### src/rtl/spr_pkg.sv
// ----------------------------------------------------------------------------
// Stream pattern replace package
// Shared constants, register indexes and the job record that travels from
// the classifying front end to the output sequencer.
// ----------------------------------------------------------------------------
package spr_pkg;

  // Widest pattern the job record can carry, in bytes.
  localparam int JOB_BYTES   = 8;
  localparam int JOB_IDX_W   = $clog2(JOB_BYTES);
  // Width of the length registers and of every byte count.
  localparam int LEN_W       = 4;
  localparam int PAT_W       = 64;
  localparam int REG_IDX_W   = 2;

  localparam int SEARCH_MAX_DEF  = 8;
  localparam int REPLACE_MAX_DEF = 8;
  localparam int QUEUE_DEPTH_DEF = 4;

  typedef enum logic [REG_IDX_W-1:0] {
    REG_SEARCH_PATTERN  = 2'd0,
    REG_SEARCH_LENGTH   = 2'd1,
    REG_REPLACE_PATTERN = 2'd2,
    REG_REPLACE_LENGTH  = 2'd3
  } spr_reg_t;

  // One job is the whole set of results caused by one input item. A count of
  // zero with last set stands for the lone end marker.
  typedef struct packed {
    logic [JOB_BYTES-1:0][7:0] bytes;
    logic [LEN_W-1:0]          count;
    logic                      last;
  } spr_job_t;

endpackage

### src/rtl/spr_in_if.sv
// ----------------------------------------------------------------------------
// Stream pattern replace input channel
// Valid/ready channel carrying one text byte and its end-of-text flag.
// ----------------------------------------------------------------------------
interface spr_in_if;
  logic       valid;
  logic       ready;
  logic [7:0] data_byte;
  logic       stream_last;

  modport source (output valid, output data_byte, output stream_last, input ready);
  modport sink   (input valid, input data_byte, input stream_last, output ready);
endinterface

### src/rtl/spr_out_if.sv
// ----------------------------------------------------------------------------
// Stream pattern replace result channel
// Valid/ready channel carrying one output byte with its framing flags.
// ----------------------------------------------------------------------------
interface spr_out_if;
  logic       valid;
  logic       ready;
  logic [7:0] out_byte;
  logic       byte_valid;
  logic       run_last;
  logic       text_end;

  modport source (output valid, output out_byte, output byte_valid,
                  output run_last, output text_end, input ready);
  modport sink   (input valid, input out_byte, input byte_valid,
                  input run_last, input text_end, output ready);
endinterface

### src/rtl/stream_pattern_replace.sv
// ----------------------------------------------------------------------------
// Stream pattern replace top level
// Streaming find-and-replace on a byte text with configurable patterns.
// ----------------------------------------------------------------------------
// The block takes one text byte per cycle and replaces every leftmost,
// non-overlapping occurrence of the search pattern with the replacement,
// resuming the scan after the matched bytes; replacement bytes are never
// rescanned. Results leave at one per cycle while the output is not stalled
// through a registered output stage; an item causes 0 to 8 results. The
// input keeps taking one item per cycle as long as the job queue between
// the two halves has room, so the sustained rate is set by the output
// sequencer, and an item that causes no result uses no output slot. An
// accepted item is written into the job queue and its first result then
// passes through the output register. The user must write the configuration
// registers through the cfg_ port only while the block is idle; the block
// itself does not enforce this. Writing the search length empties the
// pending byte window, so a new length takes effect cleanly between texts.
// ----------------------------------------------------------------------------
module stream_pattern_replace #(
  parameter int SEARCH_MAX  = spr_pkg::SEARCH_MAX_DEF,
  parameter int REPLACE_MAX = spr_pkg::REPLACE_MAX_DEF,
  parameter int QUEUE_DEPTH = spr_pkg::QUEUE_DEPTH_DEF
) (
  input  logic                          clk,
  input  logic                          rst_n,
  spr_in_if.sink                        in_if,
  spr_out_if.source                     out_if,
  input  logic                          cfg_we,
  input  logic [spr_pkg::REG_IDX_W-1:0] cfg_index,
  input  logic [spr_pkg::PAT_W-1:0]     cfg_data
);

  localparam int LEN_W = spr_pkg::LEN_W;
  localparam int PAT_W = spr_pkg::PAT_W;

  // Configuration registers, reset to the documented defaults.
  logic [PAT_W-1:0] search_pattern_r, replace_pattern_r;
  logic [LEN_W-1:0] search_length_r, replace_length_r;
  logic             win_clear;

  // Writing the search length also discards any pending window bytes.
  assign win_clear = cfg_we && (cfg_index == spr_pkg::REG_SEARCH_LENGTH);

  always_ff @(posedge clk) begin
    if (!rst_n) begin
      search_pattern_r  <= '0;
      search_length_r   <= LEN_W'(1);
      replace_pattern_r <= '0;
      replace_length_r  <= '0;
    end else if (cfg_we) begin
      case (cfg_index)
        spr_pkg::REG_SEARCH_PATTERN:  search_pattern_r  <= cfg_data;
        spr_pkg::REG_SEARCH_LENGTH:   search_length_r   <= cfg_data[LEN_W-1:0];
        spr_pkg::REG_REPLACE_PATTERN: replace_pattern_r <= cfg_data;
        spr_pkg::REG_REPLACE_LENGTH:  replace_length_r  <= cfg_data[LEN_W-1:0];
        default: ;
      endcase
    end
  end

  // Front end: window, compare and job building.
  spr_pkg::spr_job_t push_job, head_job;
  logic              job_push, q_full, q_empty, q_pop;

  spr_front #(
    .SEARCH_MAX  (SEARCH_MAX),
    .REPLACE_MAX (REPLACE_MAX)
  ) u_front (
    .clk             (clk),
    .rst_n           (rst_n),
    .in_if           (in_if),
    .search_pattern  (search_pattern_r),
    .search_length   (search_length_r),
    .replace_pattern (replace_pattern_r),
    .replace_length  (replace_length_r),
    .win_clear       (win_clear),
    .q_full          (q_full),
    .job_push        (job_push),
    .job             (push_job)
  );

  // The queue lets the front end run ahead while a long burst drains.
  spr_queue #(
    .DEPTH (QUEUE_DEPTH)
  ) u_queue (
    .clk      (clk),
    .rst_n    (rst_n),
    .push     (job_push),
    .push_job (push_job),
    .pop      (q_pop),
    .full     (q_full),
    .empty    (q_empty),
    .head     (head_job)
  );

  // Back end: one result per cycle into the output register while the output is not stalled.
  spr_back u_back (
    .clk     (clk),
    .rst_n   (rst_n),
    .head    (head_job),
    .q_empty (q_empty),
    .q_pop   (q_pop),
    .out_if  (out_if)
  );

endmodule

### src/rtl/spr_front.sv
// ----------------------------------------------------------------------------
// Stream pattern replace front end
// Accepts input items, keeps the pending byte window, compares it against
// the search pattern and turns each item into at most one job for the back end.
// ----------------------------------------------------------------------------
module spr_front #(
  parameter int SEARCH_MAX  = spr_pkg::SEARCH_MAX_DEF,
  parameter int REPLACE_MAX = spr_pkg::REPLACE_MAX_DEF
) (
  input  logic                       clk,
  input  logic                       rst_n,
  spr_in_if.sink                     in_if,
  input  logic [spr_pkg::PAT_W-1:0]  search_pattern,
  input  logic [spr_pkg::LEN_W-1:0]  search_length,
  input  logic [spr_pkg::PAT_W-1:0]  replace_pattern,
  input  logic [spr_pkg::LEN_W-1:0]  replace_length,
  input  logic                       win_clear,
  input  logic                       q_full,
  output logic                       job_push,
  output spr_pkg::spr_job_t          job
);

  localparam int LEN_W = spr_pkg::LEN_W;

  logic [7:0]       win_r   [SEARCH_MAX];
  logic [7:0]       win_new [SEARCH_MAX];
  logic [7:0]       win_nxt [SEARCH_MAX];
  logic [LEN_W-1:0] fill_r, fill_nxt;
  logic [LEN_W-1:0] slen, rlen, eff_fill, fill_inc;
  logic             accept, full, match;

  assign in_if.ready = !q_full;
  assign accept      = in_if.valid && !q_full;

  // Out-of-range lengths are clamped to the legal span.
  always_comb begin
    slen = search_length;
    if (slen == '0) begin
      slen = LEN_W'(1);
    end else if (slen > LEN_W'(SEARCH_MAX)) begin
      slen = LEN_W'(SEARCH_MAX);
    end
    rlen = replace_length;
    if (rlen > LEN_W'(REPLACE_MAX)) begin
      rlen = LEN_W'(REPLACE_MAX);
    end
  end

  // Place the new byte, then compare the first slen window bytes.
  always_comb begin
    eff_fill = (fill_r >= slen) ? '0 : fill_r;
    fill_inc = eff_fill + LEN_W'(1);
    full     = (fill_inc == slen);
    match    = 1'b1;
    for (int i = 0; i < SEARCH_MAX; i++) begin
      win_new[i] = (LEN_W'(i) == eff_fill) ? in_if.data_byte : win_r[i];
      if (LEN_W'(i) < slen && win_new[i] != search_pattern[8*i +: 8]) begin
        match = 1'b0;
      end
    end
  end

  // Job contents and the window update.
  always_comb begin
    job       = '0;
    job.last  = in_if.stream_last;
    for (int i = 0; i < SEARCH_MAX - 1; i++) begin
      win_nxt[i] = (full && !match) ? win_new[i+1] : win_new[i];
    end
    win_nxt[SEARCH_MAX-1] = win_new[SEARCH_MAX-1];

    if (full && match) begin
      for (int j = 0; j < spr_pkg::JOB_BYTES; j++) begin
        job.bytes[j] = replace_pattern[8*j +: 8];
      end
      job.count = rlen;
    end else begin
      for (int j = 0; j < SEARCH_MAX; j++) begin
        job.bytes[j] = win_new[j];
      end
      if (full) begin
        job.count = in_if.stream_last ? slen : LEN_W'(1);
      end else begin
        job.count = in_if.stream_last ? fill_inc : '0;
      end
    end

    if (in_if.stream_last || (full && match)) begin
      fill_nxt = '0;
    end else if (full) begin
      fill_nxt = slen - LEN_W'(1);
    end else begin
      fill_nxt = fill_inc;
    end
  end

  assign job_push = accept && (job.count != '0 || in_if.stream_last);

  always_ff @(posedge clk) begin
    if (!rst_n) begin
      fill_r <= '0;
    end else if (win_clear) begin
      fill_r <= '0;
    end else if (accept) begin
      fill_r <= fill_nxt;
    end
  end

  always_ff @(posedge clk) begin
    if (accept) begin
      for (int i = 0; i < SEARCH_MAX; i++) begin
        win_r[i] <= win_nxt[i];
      end
    end
  end

endmodule

### src/rtl/spr_queue.sv
// ----------------------------------------------------------------------------
// Stream pattern replace job queue
// Small first-in first-out buffer of jobs between front end and back end.
// ----------------------------------------------------------------------------
module spr_queue #(
  parameter int DEPTH = spr_pkg::QUEUE_DEPTH_DEF
) (
  input  logic              clk,
  input  logic              rst_n,
  input  logic              push,
  input  spr_pkg::spr_job_t push_job,
  input  logic              pop,
  output logic              full,
  output logic              empty,
  output spr_pkg::spr_job_t head
);

  localparam int PTR_W = (DEPTH > 1) ? $clog2(DEPTH) : 1;
  localparam int CNT_W = $clog2(DEPTH + 1);

  spr_pkg::spr_job_t mem_r [DEPTH];
  logic [PTR_W-1:0]  wr_ptr_r, rd_ptr_r;
  logic [CNT_W-1:0]  cnt_r;
  logic              do_push, do_pop;

  assign full    = (cnt_r == CNT_W'(DEPTH));
  assign empty   = (cnt_r == '0);
  assign head    = mem_r[rd_ptr_r];
  assign do_push = push && !full;
  assign do_pop  = pop && !empty;

  always_ff @(posedge clk) begin
    if (!rst_n) begin
      wr_ptr_r <= '0;
      rd_ptr_r <= '0;
      cnt_r    <= '0;
    end else begin
      if (do_push) begin
        wr_ptr_r <= (wr_ptr_r == PTR_W'(DEPTH - 1)) ? '0 : wr_ptr_r + PTR_W'(1);
      end
      if (do_pop) begin
        rd_ptr_r <= (rd_ptr_r == PTR_W'(DEPTH - 1)) ? '0 : rd_ptr_r + PTR_W'(1);
      end
      if (do_push && !do_pop) begin
        cnt_r <= cnt_r + CNT_W'(1);
      end else if (do_pop && !do_push) begin
        cnt_r <= cnt_r - CNT_W'(1);
      end
    end
  end

  always_ff @(posedge clk) begin
    if (do_push) begin
      mem_r[wr_ptr_r] <= push_job;
    end
  end

endmodule

### src/rtl/spr_back.sv
// ----------------------------------------------------------------------------
// Stream pattern replace back end
// Walks the job at the head of the queue one result per cycle, while the output
// is not stalled, into the registered output stage.
// ----------------------------------------------------------------------------
module spr_back (
  input  logic              clk,
  input  logic              rst_n,
  input  spr_pkg::spr_job_t head,
  input  logic              q_empty,
  output logic              q_pop,
  spr_out_if.source         out_if
);

  localparam int IDX_W = spr_pkg::JOB_IDX_W;
  localparam int LEN_W = spr_pkg::LEN_W;

  logic [IDX_W-1:0] idx_r, idx_nxt;
  logic             valid_r, valid_nxt;
  logic [7:0]       byte_r;
  logic             bvalid_r, run_last_r, text_end_r;
  logic             load, emit, fin;
  logic [LEN_W-1:0] n_res;

  assign load  = !valid_r || out_if.ready;
  assign emit  = !q_empty && load;
  assign n_res = (head.count == '0) ? LEN_W'(1) : head.count;
  assign fin   = (idx_r == IDX_W'(n_res - LEN_W'(1)));
  assign q_pop = emit && fin;

  always_comb begin
    idx_nxt = idx_r;
    if (q_pop) begin
      idx_nxt = '0;
    end else if (emit) begin
      idx_nxt = idx_r + IDX_W'(1);
    end
    valid_nxt = emit ? 1'b1 : (out_if.ready ? 1'b0 : valid_r);
  end

  always_ff @(posedge clk) begin
    if (!rst_n) begin
      idx_r   <= '0;
      valid_r <= 1'b0;
    end else begin
      idx_r   <= idx_nxt;
      valid_r <= valid_nxt;
    end
  end

  always_ff @(posedge clk) begin
    if (emit) begin
      byte_r     <= (head.count == '0) ? 8'd0 : head.bytes[idx_r];
      bvalid_r   <= (head.count != '0);
      run_last_r <= fin;
      text_end_r <= fin && head.last;
    end
  end

  assign out_if.valid      = valid_r;
  assign out_if.out_byte   = byte_r;
  assign out_if.byte_valid = bvalid_r;
  assign out_if.run_last   = run_last_r;
  assign out_if.text_end   = text_end_r;

endmodule

### src/flat_wrapper.sv
// flat-port wrapper written by rule: the top's interface ports become plain ports
module stream_pattern_replace_flat 
#(
  parameter int SEARCH_MAX  = spr_pkg::SEARCH_MAX_DEF,
  parameter int REPLACE_MAX = spr_pkg::REPLACE_MAX_DEF,
  parameter int QUEUE_DEPTH = spr_pkg::QUEUE_DEPTH_DEF
)
  (clk, rst_n, cfg_we, cfg_index, cfg_data, in_if_valid, in_if_data_byte, in_if_stream_last, in_if_ready, out_if_valid, out_if_out_byte, out_if_byte_valid, out_if_run_last, out_if_text_end, out_if_ready);
  spr_in_if in_if_i ();
  spr_out_if out_if_i ();
  input  logic clk;
  input  logic rst_n;
  input  logic cfg_we;
  input  logic [spr_pkg::REG_IDX_W-1:0] cfg_index;
  input  logic [spr_pkg::PAT_W-1:0] cfg_data;
  input wire logic [$bits(in_if_i.valid)-1:0] in_if_valid;
  input wire logic [$bits(in_if_i.data_byte)-1:0] in_if_data_byte;
  input wire logic [$bits(in_if_i.stream_last)-1:0] in_if_stream_last;
  output wire logic [$bits(in_if_i.ready)-1:0] in_if_ready;
  output wire logic [$bits(out_if_i.valid)-1:0] out_if_valid;
  output wire logic [$bits(out_if_i.out_byte)-1:0] out_if_out_byte;
  output wire logic [$bits(out_if_i.byte_valid)-1:0] out_if_byte_valid;
  output wire logic [$bits(out_if_i.run_last)-1:0] out_if_run_last;
  output wire logic [$bits(out_if_i.text_end)-1:0] out_if_text_end;
  input wire logic [$bits(out_if_i.ready)-1:0] out_if_ready;
  assign in_if_i.valid = in_if_valid;
  assign in_if_i.data_byte = in_if_data_byte;
  assign in_if_i.stream_last = in_if_stream_last;
  assign in_if_ready = in_if_i.ready;
  assign out_if_valid = out_if_i.valid;
  assign out_if_out_byte = out_if_i.out_byte;
  assign out_if_byte_valid = out_if_i.byte_valid;
  assign out_if_run_last = out_if_i.run_last;
  assign out_if_text_end = out_if_i.text_end;
  assign out_if_i.ready = out_if_ready;
  stream_pattern_replace #(.SEARCH_MAX(SEARCH_MAX), .REPLACE_MAX(REPLACE_MAX), .QUEUE_DEPTH(QUEUE_DEPTH)) u_core (.clk(clk), .rst_n(rst_n), .in_if(in_if_i), .out_if(out_if_i), .cfg_we(cfg_we), .cfg_index(cfg_index), .cfg_data(cfg_data));
endmodule
### config.mk
export PLATFORM = sky130hd
export DESIGN_NAME = stream_pattern_replace_flat
export DESIGN_NICKNAME = d
export VERILOG_FILES = /design/src/rtl/spr_pkg.sv /design/src/rtl/spr_in_if.sv /design/src/rtl/spr_out_if.sv /design/src/rtl/stream_pattern_replace.sv /design/src/rtl/spr_front.sv /design/src/rtl/spr_queue.sv /design/src/rtl/spr_back.sv /design/src/flat_wrapper.sv
export SDC_FILE = /design/constraint.sdc
export NUM_CORES = 1
export LEC_CHECK = 0
export BUFFER_PORTS_ARGS = -buffer_cell sky130_fd_sc_hd__clkbuf_2
export CAP_MARGIN = 20
export CORE_MARGIN = 3
export CORE_UTILIZATION = 27
export CTS_CLUSTER_SIZE = 14
export DETAILED_ROUTE_END_ITERATION = 16
export SYNTH_ARGS = -nofsm -noshare
export SYNTH_HDL_FRONTEND = slang
export SYNTH_SLANG_ARGS = --single-unit
### constraint.sdc
create_clock -name clk -period 10.9 [get_ports clk]
set_clock_uncertainty 0.05 [all_clocks]
set_input_delay 1.09 -clock clk [delete_from_list [all_inputs] [get_ports clk]]
set_output_delay 1.09 -clock clk [all_outputs]
set_load 0.02 [all_outputs]
# Yosys cells after proc, flatten, opt, wreduce, memory -nomap -nowiden

Memories as Yosys holds them, arrays and structs flattened. A register that Yosys moved wholly into a read port is not among the register bits.
Index checks and enable logic that the tools add are counted.

Memories: 2
Output and inout bits: 13
RAM bits: 340
Logic and storage cells: 152
Register bits after elaboration: 162

Equal/unequal tests: 23
$lt $le $gt $ge: 12
$add $sub $neg: 8
Reductions and logical operators: 44
Muxes and demuxes: 48
Bitwise gates (word level): 1

Memory list:

| name                 | words | bits a word | rd ports | clocked after Yosys merged registers in | write ports | line            | source |
|---|---|---|---|---|---|---|---|
| u_core.u_queue.mem_r | 4     | 69          | 1        | 1                                       | 1           | spr_queue.sv:21 | `spr_pkg::spr_job_t mem_r [DEPTH];` |
| u_core.u_front.win_r | 8     | 8           | 8        | 0                                       | 8           | spr_front.sv:25 | `logic [7:0] win_r [SEARCH_MAX];` |

Operator list:

| operator              | count |
|---|---|
| $mux W8               | 16 |
| $mux W68              | 1 |
| $ne A8 B8 Y1          | 8 |
| $mux W4               | 9 |
| $bmux W8 S3           | 1 |
| $logic_and A1 B1 Y1   | 20 |
| $eq A3 B4 Y1 const A  | 4 |
| $lt A3 B4 Y1 const A  | 4 |
| $mux W1               | 14 |
| $logic_not A4 Y1      | 3 |
| $mux W3               | 3 |
| $eq A2 B2 Y1 const B  | 4 |
| $eq A2 B4 Y1 const A  | 2 |
| $gt A4 B4 Y1 const B  | 2 |
| $lt A1 B4 Y1 const A  | 2 |
| $lt A2 B4 Y1 const A  | 2 |
| $mux W2               | 4 |
| $reduce_and A2 Y1     | 4 |
| $reduce_bool A4 Y1    | 2 |
| $add A3 B1 Y3 const B | 2 |
| $logic_not A1 Y1      | 6 |
| $sub A3 B1 Y3 const B | 2 |
| $add A2 B1 Y2 const B | 2 |
| $add A4 B1 Y4 const B | 1 |
| other kinds (14)      | 18 |

# Depth between registers and ports, before layout

Gate-level depths: netlist of the first run.

Word-level depth: 27
Gate-level depth with buffers: 22
Depth with buffers taken out: 19

# Cells and area by module

Synthesis of the first run repeated with hierarchy kept, for this count alone.

Cell total of the unflattened synthesis: 1,814
Area total of the unflattened synthesis: 23,583.9 sq um

By module, submodules not included:

| module                 | area an instance (sq um) | seq. area each (sq um) | times used | cells an instance |
|---|---|---|---|---|
| spr_queue              | 10,438.8                 | 8,468.1                | 1          | 412 |
| spr_front              | 6,782.8                  | 2,001.9                | 1          | 804 |
| stream_pattern_replace | 5,215.0                  | 2,722.6                | 1          | 514 |
| spr_back               | 1,147.4                  | 410.4                  | 1          | 84 |

# Least setup slack after synthesis of the first run

No wires, ideal clock.

Kind: register to register
From: register u_core.search_length_r[2]
To: memory u_core.u_queue.mem_r[3][0] (netlist bit), enable pin
Library setup time: 0.496 ns
Required time: 10.354 ns
Arrival: 6.223 ns
Slack: 4.130 ns
Cell stages (with the launch flop): 16
Cells stage by stage: dfxtp_1 -> clkbuf_1 -> nor2_1 -> o21ai_1 -> inv_1 -> ha_1 -> or3b_4 -> a2111oi_4 -> a21boi_2 -> or3b_1 -> a41oi_1 -> or4_4 -> o21a_4 -> buf_2 -> o21ai_2 -> nor2_1

Longest elaborated chain between the ends: 25

Ends and longest elaborated chain:

| item                              | line                         | source |
|---|---|---|
| start, declared                   | stream_pattern_replace.sv:38 | `logic [LEN_W-1:0] search_length_r, replace_length_r;` |
| start signal, assigned            | stream_pattern_replace.sv:53 | `spr_pkg::REG_SEARCH_LENGTH: search_length_r <= cfg_data[LEN_W-1:0];` |
| $gt A4 B4 Y1                      | spr_front.sv:40              | `end else if (slen > LEN_W'(SEARCH_MAX)) begin` |
| $mux W4                           | spr_front.sv:40              |  |
| $mux W4 (*)                       | spr_front.sv:38              | `if (slen == '0) begin` |
| $ge A4 B4 Y1                      | spr_front.sv:51              | `eff_fill = (fill_r >= slen) ? '0 : fill_r;` |
| $mux W4                           | spr_front.sv:51              |  |
| $logic_not A4 Y1                  | spr_front.sv:56              | `win_new[i] = (LEN_W'(i) == eff_fill) ? in_if.data_byte : win_r[i];` |
| $mux W8                           | spr_front.sv:56              |  |
| $ne A8 B8 Y1                      | spr_front.sv:57              | `if (LEN_W'(i) < slen && win_new[i] != search_pattern[8*i +: 8]) begin` |
| (+9 left out)                     | --                           |  |
| $logic_and A1 B1 Y1               | spr_front.sv:72              | `if (full && match) begin` |
| $mux W68 (*)                      | spr_front.sv:72              |  |
| $reduce_bool A4 Y1 (*)            | spr_front.sv:97              | `assign job_push = accept && (job.count != '0 \|\| in_if.stream_last);` |
| $logic_or A1 B1 Y1 (*)            | spr_front.sv:97              |  |
| $logic_and A1 B1 Y1 (*)           | spr_front.sv:97              |  |
| $logic_and A1 B1 Y1 (*)           | spr_queue.sv:29              | `assign do_push = push && !full;` |
| $mux W1 (*)                       | spr_queue.sv:53              | `if (do_push) begin` |
| $mux W1 (implied by the code) (*) | spr_queue.sv:54              | `mem_r[wr_ptr_r] <= push_job;` |
| end, declared                     | spr_queue.sv:21              |  |

Every way passes the cells marked *; elsewhere a longest branch is shown, timed or not.

# Worst setup path in the final report of the first run

From: register u_core.search_length_r[2]
To: memory u_core.u_queue.mem_r[0][17] (netlist bit), enable pin

Longest elaborated chain between the ends: 25

Ends and longest elaborated chain:

| item                              | line            | source |
|---|---|---|
| $gt A4 B4 Y1                      | spr_front.sv:40 |  |
| $mux W4                           | spr_front.sv:40 |  |
| $mux W4 (*)                       | spr_front.sv:38 |  |
| $ge A4 B4 Y1                      | spr_front.sv:51 |  |
| $mux W4                           | spr_front.sv:51 |  |
| $logic_not A4 Y1                  | spr_front.sv:56 |  |
| $mux W8                           | spr_front.sv:56 |  |
| $ne A8 B8 Y1                      | spr_front.sv:57 |  |
| (+10 left out)                    | --              |  |
| $mux W68 (*)                      | spr_front.sv:72 |  |
| $reduce_bool A4 Y1 (*)            | spr_front.sv:97 |  |
| $logic_or A1 B1 Y1 (*)            | spr_front.sv:97 |  |
| $logic_and A1 B1 Y1 (*)           | spr_front.sv:97 |  |
| $logic_and A1 B1 Y1 (*)           | spr_queue.sv:29 |  |
| via u_core.u_queue.do_push        | spr_queue.sv:24 | `logic do_push, do_pop;` |
| $mux W1 (*)                       | spr_queue.sv:53 |  |
| $mux W1 (implied by the code) (*) | spr_queue.sv:54 |  |

The timed path passes the listed nets; every way through them passes the cells marked *.

==> results.yml, run 1 <==
sta:
  relSlewSlack: 0.265
  setup_viol: 0
  tightest_slew_ns: 1.10
  fin_crit_sh: 0.574
  tns_ns: 0
  rsz0062_at_grt: "no"
  slew_violations: 0
  period_needed_ns: 6.26
  hold_viol: 0
  fmax_mhz: 160
synthesis:
  yosysWarnings: 0
  synth.distinct_cells: 81
  yosysSeqAreaShare: 0.564
  avgSynthCellArea_um2: 12.4
  synth_fp_nets: 2042
  synth-edff-count: 351
  async_flop_share: 0
  synth-seq-cells: 504
  synth_ff_type: "edfxtp_1"
  syn-cell-area_um2: 24100
  synth_cells: 1945
status:
  outcome: "completed"
global_route:
  grt_pass1_wl_um: 107000
  overflow: 0
  first_global_vias: 16000
  track_usage: 0.153
  antenna_found_initial: 3
  grt_start_max_net_pins: 130
placement:
  placed_cell_area_um2: 25600
  dp_hpwl_um: 50700
  portBuffers: 92
  place.gp.congestion: 0.905
detailed_routing:
  route.vias.total: 16000
  viasPerCell: 5.01
  drc: 0
  first_pass_iters: 5
  drt_iter0_markers: 1644
  post_drt_wl_per_cell_um: 22.7
  drt.antenna.violating_nets: 0
  routed_wl_um: 72300
clocking:
  cts_tree: "yes"
  clock-sinks: 504
  ctsHoldBuffers: 0
  cts_buffers: 53
  cts-resized-gates: 0
  cts_root_buf: "clkbuf_16"
  htreeDepth: 2
  cts_setup_buffers: 0
  clk_pin_slew_ns: 0.06
  clock_latency_ns: 0.61
  clock_path_buffers: 3
cells_and_area:
  fin_nets: 2081
  stdcell_area_um2: 27500
  drive_gt1_frac: 0.207
  diodes: 0
  fillers: 8673
  areaGrowthSynthToFinish_pct: 14.1
floorplanning:
  die_h_um: 305
  fp.dieW_um: 305
  die_area_um2: 92900
  core_area_um2: 87700
  start_util: 0.275
  fp-row-count: 108
  io_pins: 93
power:
  p_switching_mw: 1.76
  combPwrFrac: 0.242
  powerDensity_nw_per_um2: 214
  power.leakage_nw: 9.22
  irDropWorstVdd_v: 0.000113
  swShare: 0.299
  p_seq_frac: 0.443
  cell_internal_pwr_mw: 4.12
  clockPowerShare: 0.315
job:
  drv_cap: 0
setup_path:
  reg2reg_depth: 15
  endpoint: "u_core.u_queue.mem_r[0][17]"
  worstPathRequired_ns: 11.06
  reg2reg_slack_ns: 4.64
  rr_endpoint: "u_core.u_queue.mem_r[0][17]"
  arrival_ns: 6.42
  crit_type: "register to register"
  crit_start: "u_core.search_length_r[2]"
  startpoint_type: "register"
  rr_startpoint: "u_core.search_length_r[2]"
  critPathCaptureType: "register"
  path_max_fanout: 69
worst_hold_path:
  hold_class: "register to register"
-- registers in the layout, indices dropped and copies added, names as in the netlist, 3 cells and up, named ones only --
signal / flops
u_core.u_front.win_r: 64
u_core.replace_pattern_r: 64
u_core.u_queue.mem_r: 276
u_core.replace_length_r: 4
u_core.search_length_r: 4
u_core.search_pattern_r: 64
u_core.u_back.out_if.out_byte: 8
u_core.u_queue.cnt_r: 3
u_core.u_back.idx_r: 3
u_core.u_front.fill_r: 4
-- cell type report --
class | count | area, um2 | share of cell area
clock buffer | 65 | 1450 | 0.0526
multi-input combinational | 1267 | 9790 | 0.356
clock inverter | 33 | 350 | 0.0127
tap | 1155 | 1450 | 0.0526
sequential | 504 | 13600 | 0.495
inverter | 44 | 165 | 0.00601
timing repair buffer | 114 | 688 | 0.0250
-- cells in the final DEF (no fill, tap or decap), types with 48 or more instances in the layout --
| cell type | instances |
|---|---|
| clkbuf_16 | 55 |
| xor2_1 | 59 |
| clkbuf_2 | 92 |
| nor2b_1 | 52 |
| dfxtp_1 | 151 |
| mux4_2 | 85 |
| xnor2_1 | 53 |
| mux2_2 | 57 |
| edfxtp_1 | 351 |
| o221ai_1 | 48 |
| a21boi_0 | 131 |
| nor2_1 | 54 |
| nand2_1 | 336 |
| o211ai_1 | 52 |
-- worst max-delay path, cell delays in order, from the launching register on --
cell,delay (ns)
dfxtp_1,0.48
nor2_1,0.07
o21ai_1,0.35
inv_1,0.17
ha_1,0.35
nor3b_2,0.33
o21ai_2,0.28
nor3_2,0.81
mux2_2,0.44
xor2_1,0.17
o32a_1,0.23
o21a_4,0.67
o21ai_2,0.24
inv_2,0.17
and2_2,0.15
buf_4,0.79
-- per-layer routing --
metal | wire length (um) | up-vias | part of all wire | track usage
met5 | 9 | - | 0.00012 | 0
met4 | 1680 | 2 | 0.023 | 0.0389
met3 | 5030 | 110 | 0.070 | 0.0315
met2 | 34000 | 569 | 0.47 | 0.248
met1 | 31600 | 8066 | 0.44 | 0.208
li1 | - | 7205 | - | -
-- cells by family after synthesis --
family | count (synthesis) | share of synthesized area
DFF | 504 | 0.564
and+or+nand+nor | 636 | 0.126
muxes | 194 | 0.130
xor gates and xnor gates | 112 | 0.0407
adders and majority gates | 17 | 0.00913
buffers and inverters | 174 | 0.0307
AOI/OAI and AO/OA | 308 | 0.0993
-- power by group through the flow --
stage	Clock, mW	Combinational, mW	Sequential (mW)
after floorplan	0	0.975	2.58
after global placement	0	1.40	2.64
after detailed placement	0	1.42	2.65
after CTS	1.89	1.43	2.61
after global routing	1.97	1.53	2.63
final	1.85	1.42	2.60
-- cell usage after synthesis (3+ instances only) --
master	instances	area [um2]
and2_1	49	307
buf_2	19	95.1
nor2_1	55	206
nand3_1	12	60.1
xnor2_1	53	464
mux4_2	85	1910
o221ai_1	48	420
o2111ai_1	3	26.3
and3_1	12	75.1
or2_2	36	225
mux2_4	11	165
and2b_1	6	45.0
buf_1	19	71.3
mux2_2	57	642
nand3b_1	3	22.5
o211ai_1	52	390
inv_1	43	161
a21boi_0	131	983
a211o_1	5	43.8
dfxtp_1	153	3060
edfxtp_1	351	10500
a2111oi_0	4	35.0
nor2b_1	52	325
nor3_1	23	115
clkbuf_1	85	319
nand4_1	13	81.3
ha_1	16	200
mux2i_1	40	400
o21ai_0	12	60.1
buf_4	3	22.5
nand2_1	336	1260
nor4_1	15	93.8
xor2_1	59	517
a21oi_1	20	100
a31oi_1	3	18.8
nand2b_1	6	37.5
-- stage by stage --
stage	hold WS, ns	total power, mW	setup slack, ns	utilization	instances
floorplan	0.390	3.55	4.13	-	1945
global route	0.435	6.13	4.27	0.314	3182
global placement	0.406	4.04	4.82	0.292	3081
CTS	0.419	5.93	4.73	0.313	3180
finish	0.413	5.88	4.64	0.314	3182
detailed placement	0.410	4.07	4.72	0.292	3082
-- how the worst min path moves through the flow --
stage,start,end,cells past startpoint
floorplan,u_core.replace_pattern_r[10],u_core.replace_pattern_r[10],2
global placement,u_core.replace_pattern_r[3],u_core.replace_pattern_r[3],2
detailed placement,u_core.replace_pattern_r[3],u_core.replace_pattern_r[3],2
CTS,u_core.replace_pattern_r[41],u_core.replace_pattern_r[41],2
global route,u_core.replace_pattern_r[3],u_core.replace_pattern_r[3],2
finish,u_core.replace_pattern_r[41],u_core.replace_pattern_r[41],2
Power figures use the tool's default switching activity.
==> inputs of run 2 (changes only) <==
==> constraint.sdc (replaced) <==
create_clock -name clk -period 5.3 [get_ports clk]
set_clock_uncertainty 0.05 [all_clocks]
set_input_delay 0.53 -clock clk [delete_from_list [all_inputs] [get_ports clk]]
set_output_delay 0.53 -clock clk [all_outputs]
set_load 0.02 [all_outputs]
==> run 2 against run 1 <==
  * Critical path depth is the same
  * Sequential cell count did not move
  * Final area increased by 1.3%
  * Fmax grew 24%
  * Count of clock-buffer cells in the layout increased by 15
  * Worst setup slack worse by 4.4 ns
  * Sequential power increased by 110%
  * Via count grew 1.4%
  * Critical path type unchanged
  * Critical endpoint is now u_core.u_queue.mem_r[1][34]
  * Highest routed layer is now met4
==> results.yml, run 2 (same netlist as run 1, synthesis figures left out) <==
global_route:
  first_global_vias: 16300
  grt_start_max_net_pins: 107
  grt_pass1_wl_um: 111000
  track_usage: 0.160
  antenna_found_initial: 3
  overflow: 0
cells_and_area:
  largest_register: "u_core.u_queue.mem_r"
  mostFrequentLayoutCells: "edfxtp_1 (351), nand2_1 (336), dfxtp_1 (151)"
  fin_nets: 2126
  fin_cells: 3229
  areaGrowthSynthToFinish_pct: 15.5
  drive_gt1_frac: 0.222
  stdcell_area_um2: 27800
  largest_reg_flops: 276
  layout_commonest_cell: "edfxtp_1"
  diodes: 0
clocking:
  cts_tree: "yes"
  clock_path_buffers: 3
  htreeDepth: 2
  clock-sinks: 504
  clk_pin_slew_ns: 0.06
  cts_setup_buffers: 0
  clock_latency_ns: 0.61
  cts_root_buf: "clkbuf_16"
  cts_buffers: 53
detailed_routing:
  routed_wl_um: 75700
  drt.antenna.violating_nets: 0
  post_drt_wl_per_cell_um: 23.4
  drt_iter0_markers: 1573
  first_pass_iters: 6
  viasPerCell: 5.01
  route.vias.total: 16200
  drc: 0
placement:
  dp_hpwl_um: 54400
  placed_cell_area_um2: 26000
  place.gp.congestion: 0.936
  portBuffers: 92
  dpl.cell_count: 3128
sta:
  relSlewSlack: 0.244
  hold_viol: 0
  slew_violations: 0
  rsz0062_at_grt: "no"
  fin_crit_sh: 0.957
  tns_ns: 0
  period_needed_ns: 5.07
  fmax_mhz: 197
  tightest_slew_ns: 1.13
  setup_viol: 0
setup_path:
  critPathCaptureType: "register"
  crit_family: "simple AND/OR/NAND/NOR gates"
  crit_slowest_cell: "or4_4"
  worstPathRequired_ns: 5.59
  startpoint_type: "register"
  crit_path_frequent_cell: "buf_4"
  slowest_delay_ns: 0.55
  path_max_fanout: 21
  arrival_ns: 5.36
  crit_type: "register to register"
  critical_path_buf_inv_count: 3
  crit_chain: "nor2_1 -> o21ai_1 -> inv_1 -> ha_1 -> or3b_4 -> a2111oi_4 -> nand4_1 -> o21ai_0 -> a41oi_1 -> or4_4 -> o21a_4 -> buf_4 -> nor2_8 -> buf_4 -> mux2i_1"
floorplanning:
  start_util: 0.275
  io_pins: 93
  core_area_um2: 87700
  fp-row-count: 108
  die_area_um2: 92900
  fp.dieW_um: 305
  die_h_um: 305
power:
  irDropWorstVdd_v: 0.000240
  powerDensity_nw_per_um2: 435
  power.leakage_nw: 9.45
status:
  outcome: "completed"
job:
  drv_cap: 0
worst_hold_path:
  hold_class: "primary input to register"
-- run 2: cell types whose count changed in the layout (fill, tap and decap cells not counted), sizes merged --
| cell | change |
|---|---|
| clkinvlp | -3 |
| inv | -1 |
| clkbuf | +15 |
| bufinv | -3 |
| clkinv | -6 |
| buf | +45 |
-- run 2: tightest hold or removal path, delay by kind of cell --
kind	cells	cell delay [ns]
simple gates	1	0.05
compound gates	1	0.07
buf+inv	1	0.09
-- run 2: layout make-up --
type | instances | area (um2)
inverter | 44 | 165
multi-input combinational | 1267 | 9800
fill | 8744 | 59900
tap | 1155 | 1450
timing repair buffer | 159 | 1060
clock buffer | 80 | 1560
clock inverter | 20 | 200
sequential | 504 | 13600
-- run 2: power by group --
part / switching (mW) / total (mW) / internal, mW
combinational: 1.76 / 3.03 / 1.27
clock: 1.56 / 3.75 / 2.18
sequential: 0.314 / 5.33 / 5.01
-- run 2: timing repair --
item / 4_1_cts / 5_1_grt
setup endpoints to repair: 0 / 1
hold buffers: 0 / 0
gates resized for setup: 0 / 2
-- run 2: path summary, 6_finish.rpt --
kind	end	cells after the start	from	slack (ns)
max reg2reg	u_core.u_queue.mem_r[1][34]	15	u_core.search_length_r[1]	0.23
max	u_core.u_queue.mem_r[1][34]	15	u_core.search_length_r[1]	0.23
min	u_core.replace_pattern_r[11]	3	cfg_data[11]	0.12
min reg2reg	u_core.replace_pattern_r[34]	2	u_core.replace_pattern_r[34]	0.41
-- run 2: through the flow --
stage	hold WS [ns]	total power, mW	setup WS [ns]	utilization
floorplan	0.390	7.30	0.433	-
global placement	0.404	8.36	0.389	0.297
detailed placement	0.410	8.44	0.326	0.297
CTS	0.0842	12.2	0.285	0.317
global route	0.110	12.6	0.0316	0.317
finish	0.121	12.1	0.230	0.317
-- run 2: metal layers --
layer / share of wire / GRT usage
met1: 0.43 / 0.215
met2: 0.48 / 0.262
met3: 0.060 / 0.0257
met4: 0.033 / 0.0536
met5: 0 / 0
==> inputs of run 3 (changes only) <==
--- a/config.mk
+++ b/config.mk
@@ -7,10 +7,12 @@
 export LEC_CHECK = 0
 export BUFFER_PORTS_ARGS = -buffer_cell sky130_fd_sc_hd__clkbuf_2
 export CAP_MARGIN = 20
+export CORE_ASPECT_RATIO = 0.75
 export CORE_MARGIN = 3
 export CORE_UTILIZATION = 27
 export CTS_CLUSTER_SIZE = 14
 export DETAILED_ROUTE_END_ITERATION = 16
+export PLACE_DENSITY_LB_ADDON = 0.05
 export SYNTH_ARGS = -nofsm -noshare
 export SYNTH_HDL_FRONTEND = slang
 export SYNTH_SLANG_ARGS = --single-unit
==> run 3 against run 2 <==
  * Final area up 0.99%
  * Final cell count up 0.50%
  * Clock power increased by 11%
  * Via count fell by 0.75%
  * Hold slack worse by 0.027 ns
  * Critical path type unchanged
  * Sequential cell count is the same
  * Combinational power rose by 7.9%
  * Worst setup slack better by 0.039 ns
  * Highest routed layer unchanged
  * Die area barely moved
==> results.yml, run 3 (same netlist as run 1, synthesis figures left out) <==
placement:
  place.gp.congestion: 0.852
  placed_cell_area_um2: 26100
  dpl.cell_count: 3135
  dp_hpwl_um: 64000
  portBuffers: 92
setup_path:
  startpoint_type: "register"
  path_max_fanout: 13
  rr_startpoint: "u_core.search_length_r[1]"
  worstPathRequired_ns: 5.80
  reg2reg_slack_ns: 0.27
  crit_type: "register to register"
  rr_endpoint: "u_core.u_queue.cnt_r[2]"
  arrival_ns: 5.53
  reg2reg_depth: 20
  critPathCaptureType: "register"
global_route:
  grt_start_max_net_pins: 65
  grt_pass1_wl_um: 126000
  top_usage_layer: "met1"
  met3_usage: 0.0236
  grt.met1_usage: 0.289
  first_global_vias: 16500
  overflow: 0
  antenna_found_initial: 5
  grt_use_met2: 0.287
  track_usage: 0.190
clocking:
  htreeDepth: 2
  cts_buffers: 58
  clock_path_buffers: 3
  cts-resized-gates: 1
  ctsHoldBuffers: 0
  clock_latency_ns: 0.64
  cts_setup_buffers: 0
  clock-sinks: 504
  cts_tree: "yes"
  clk_pin_slew_ns: 0.06
  cts_root_buf: "clkbuf_16"
floorplanning:
  die_h_um: 265
  die_area_um2: 92900
  start_util: 0.274
  core_area_um2: 88100
  io_pins: 93
  fp-row-count: 94
  fp.dieW_um: 351
cells_and_area:
  areaGrowthSynthToFinish_pct: 16.6
  layout_commonest_cell: "edfxtp_1"
  fin_cells: 3245
  fin_nets: 2140
  mostFrequentLayoutCells: "edfxtp_1 (351), nand2_1 (335), dfxtp_1 (150)"
  drive_gt1_frac: 0.231
  largest_register: "u_core.u_queue.mem_r"
  stdcell_area_um2: 28100
  largest_reg_flops: 276
detailed_routing:
  drt.antenna.violating_nets: 0
  first_pass_iters: 5
  drc: 0
  viasPerCell: 4.95
  route.vias.total: 16100
  post_drt_wl_per_cell_um: 27.2
  routed_wl_um: 88400
  drt_iter0_markers: 1254
sta:
  tightest_slew_ns: 1.14
  period_needed_ns: 5.03
  fmax_mhz: 199
  hold_viol: 0
  slew_violations: 0
  setup_viol: 0
  rsz0062_at_grt: "no"
  relSlewSlack: 0.237
  fin_crit_sh: 0.949
worst_hold_path:
  worstHoldStart: "cfg_data[25]"
  holdPathEnd: "u_core.replace_pattern_r[25]"
  hold_class: "primary input to register"
  whs_path_depth: 3
power:
  power.leakage_nw: 9.60
  irDropWorstVdd_v: 0.000313
  powerDensity_nw_per_um2: 452
job:
  drv_cap: 0
status:
  outcome: "completed"
run 3: cell count changes in the layout (fill, tap and decap cells not counted), sizes merged:
cell | before | now
buf | 68 | 77
bufinv | 3 | 6
clkinv | 15 | 21
clkinvlp | 1 | 0
diode | 0 | 2
run 3: critical path, stage by stage (launching register included):
cell,delay (ns)
dfxtp_1,0.44
nor2_1,0.08
o21ai_1,0.17
inv_1,0.13
ha_1,0.32
nor3b_2,0.32
o21ai_2,0.14
buf_4,0.23
nor4_4,0.40
nor3_1,0.11
a31oi_1,0.46
or4_4,0.24
o21a_4,0.24
o21ai_2,0.11
inv_2,0.17
ha_1,0.21
inv_1,0.07
fa_1,0.42
xor2_1,0.16
or3_1,0.30
a21boi_0,0.16
run 3: final cells by class:
type / instances / area, um2
Antenna cell: 2 / 5.00
Clock buffer: 80 / 1640
Clock inverter: 28 / 322
Fill cell: 8853 / 60000
Inverter: 44 / 165
Multi-Input combinational cell: 1267 / 9800
Sequential cell: 504 / 13600
Tap cell: 1152 / 1440
Timing Repair Buffer: 168 / 1130
run 3: report_power, final:
group | internal (mW) | total, mW | switching, mW
Combinational | 1.28 | 3.27 | 1.99
Clock | 2.45 | 4.17 | 1.72
Sequential | 5.01 | 5.28 | 0.268
Total | 8.74 | 12.7 | 3.97
run 3: worst max path at each step:
| stage | depth (start not counted) | slack [ns] | startpoint | end |
|---|---|---|---|---|
| finish | 20 | 0.27 | u_core.search_length_r[1] | u_core.u_queue.cnt_r[2] |
| global route | 20 | 0.08 | u_core.search_length_r[1] | u_core.u_queue.cnt_r[2] |
| CTS | 20 | 0.15 | u_core.search_length_r[3] | u_core.u_queue.cnt_r[2] |
| detailed placement | 20 | -0.02 | u_core.search_length_r[3] | u_core.u_queue.cnt_r[2] |
| global placement | 20 | -0.04 | u_core.search_length_r[3] | u_core.u_queue.cnt_r[2] |
| floorplan | 21 | 0.43 | u_core.search_length_r[2] | u_core.u_queue.cnt_r[2] |
run 3: metal layers:
| layer | wire length [um] | part of all wire |
|---|---|---|
| met5 | 0 | 0 |
| met4 | 1790 | 0.020 |
| met3 | 3650 | 0.041 |
| met2 | 38300 | 0.43 |
| met1 | 44600 | 0.51 |
run 3: through the flow:
| stage | hold WS, ns | utilization | worst slack (ns) | setup TNS [ns] | total power [mW] |
|---|---|---|---|---|---|
| final | 0.0937 | 0.319 | 0.269 | 0 | 12.7 |
| after global routing | 0.0705 | 0.319 | 0.0751 | 0 | 13.4 |
| after CTS | 0.0393 | 0.319 | 0.154 | 0 | 13.0 |
| after detailed placement | 0.405 | 0.297 | -0.0151 | -0.0151 | 8.70 |
| after global placement | 0.402 | 0.297 | -0.0404 | -0.0404 | 8.69 |
| after floorplan | 0.390 | - | 0.433 | 0 | 7.30 |
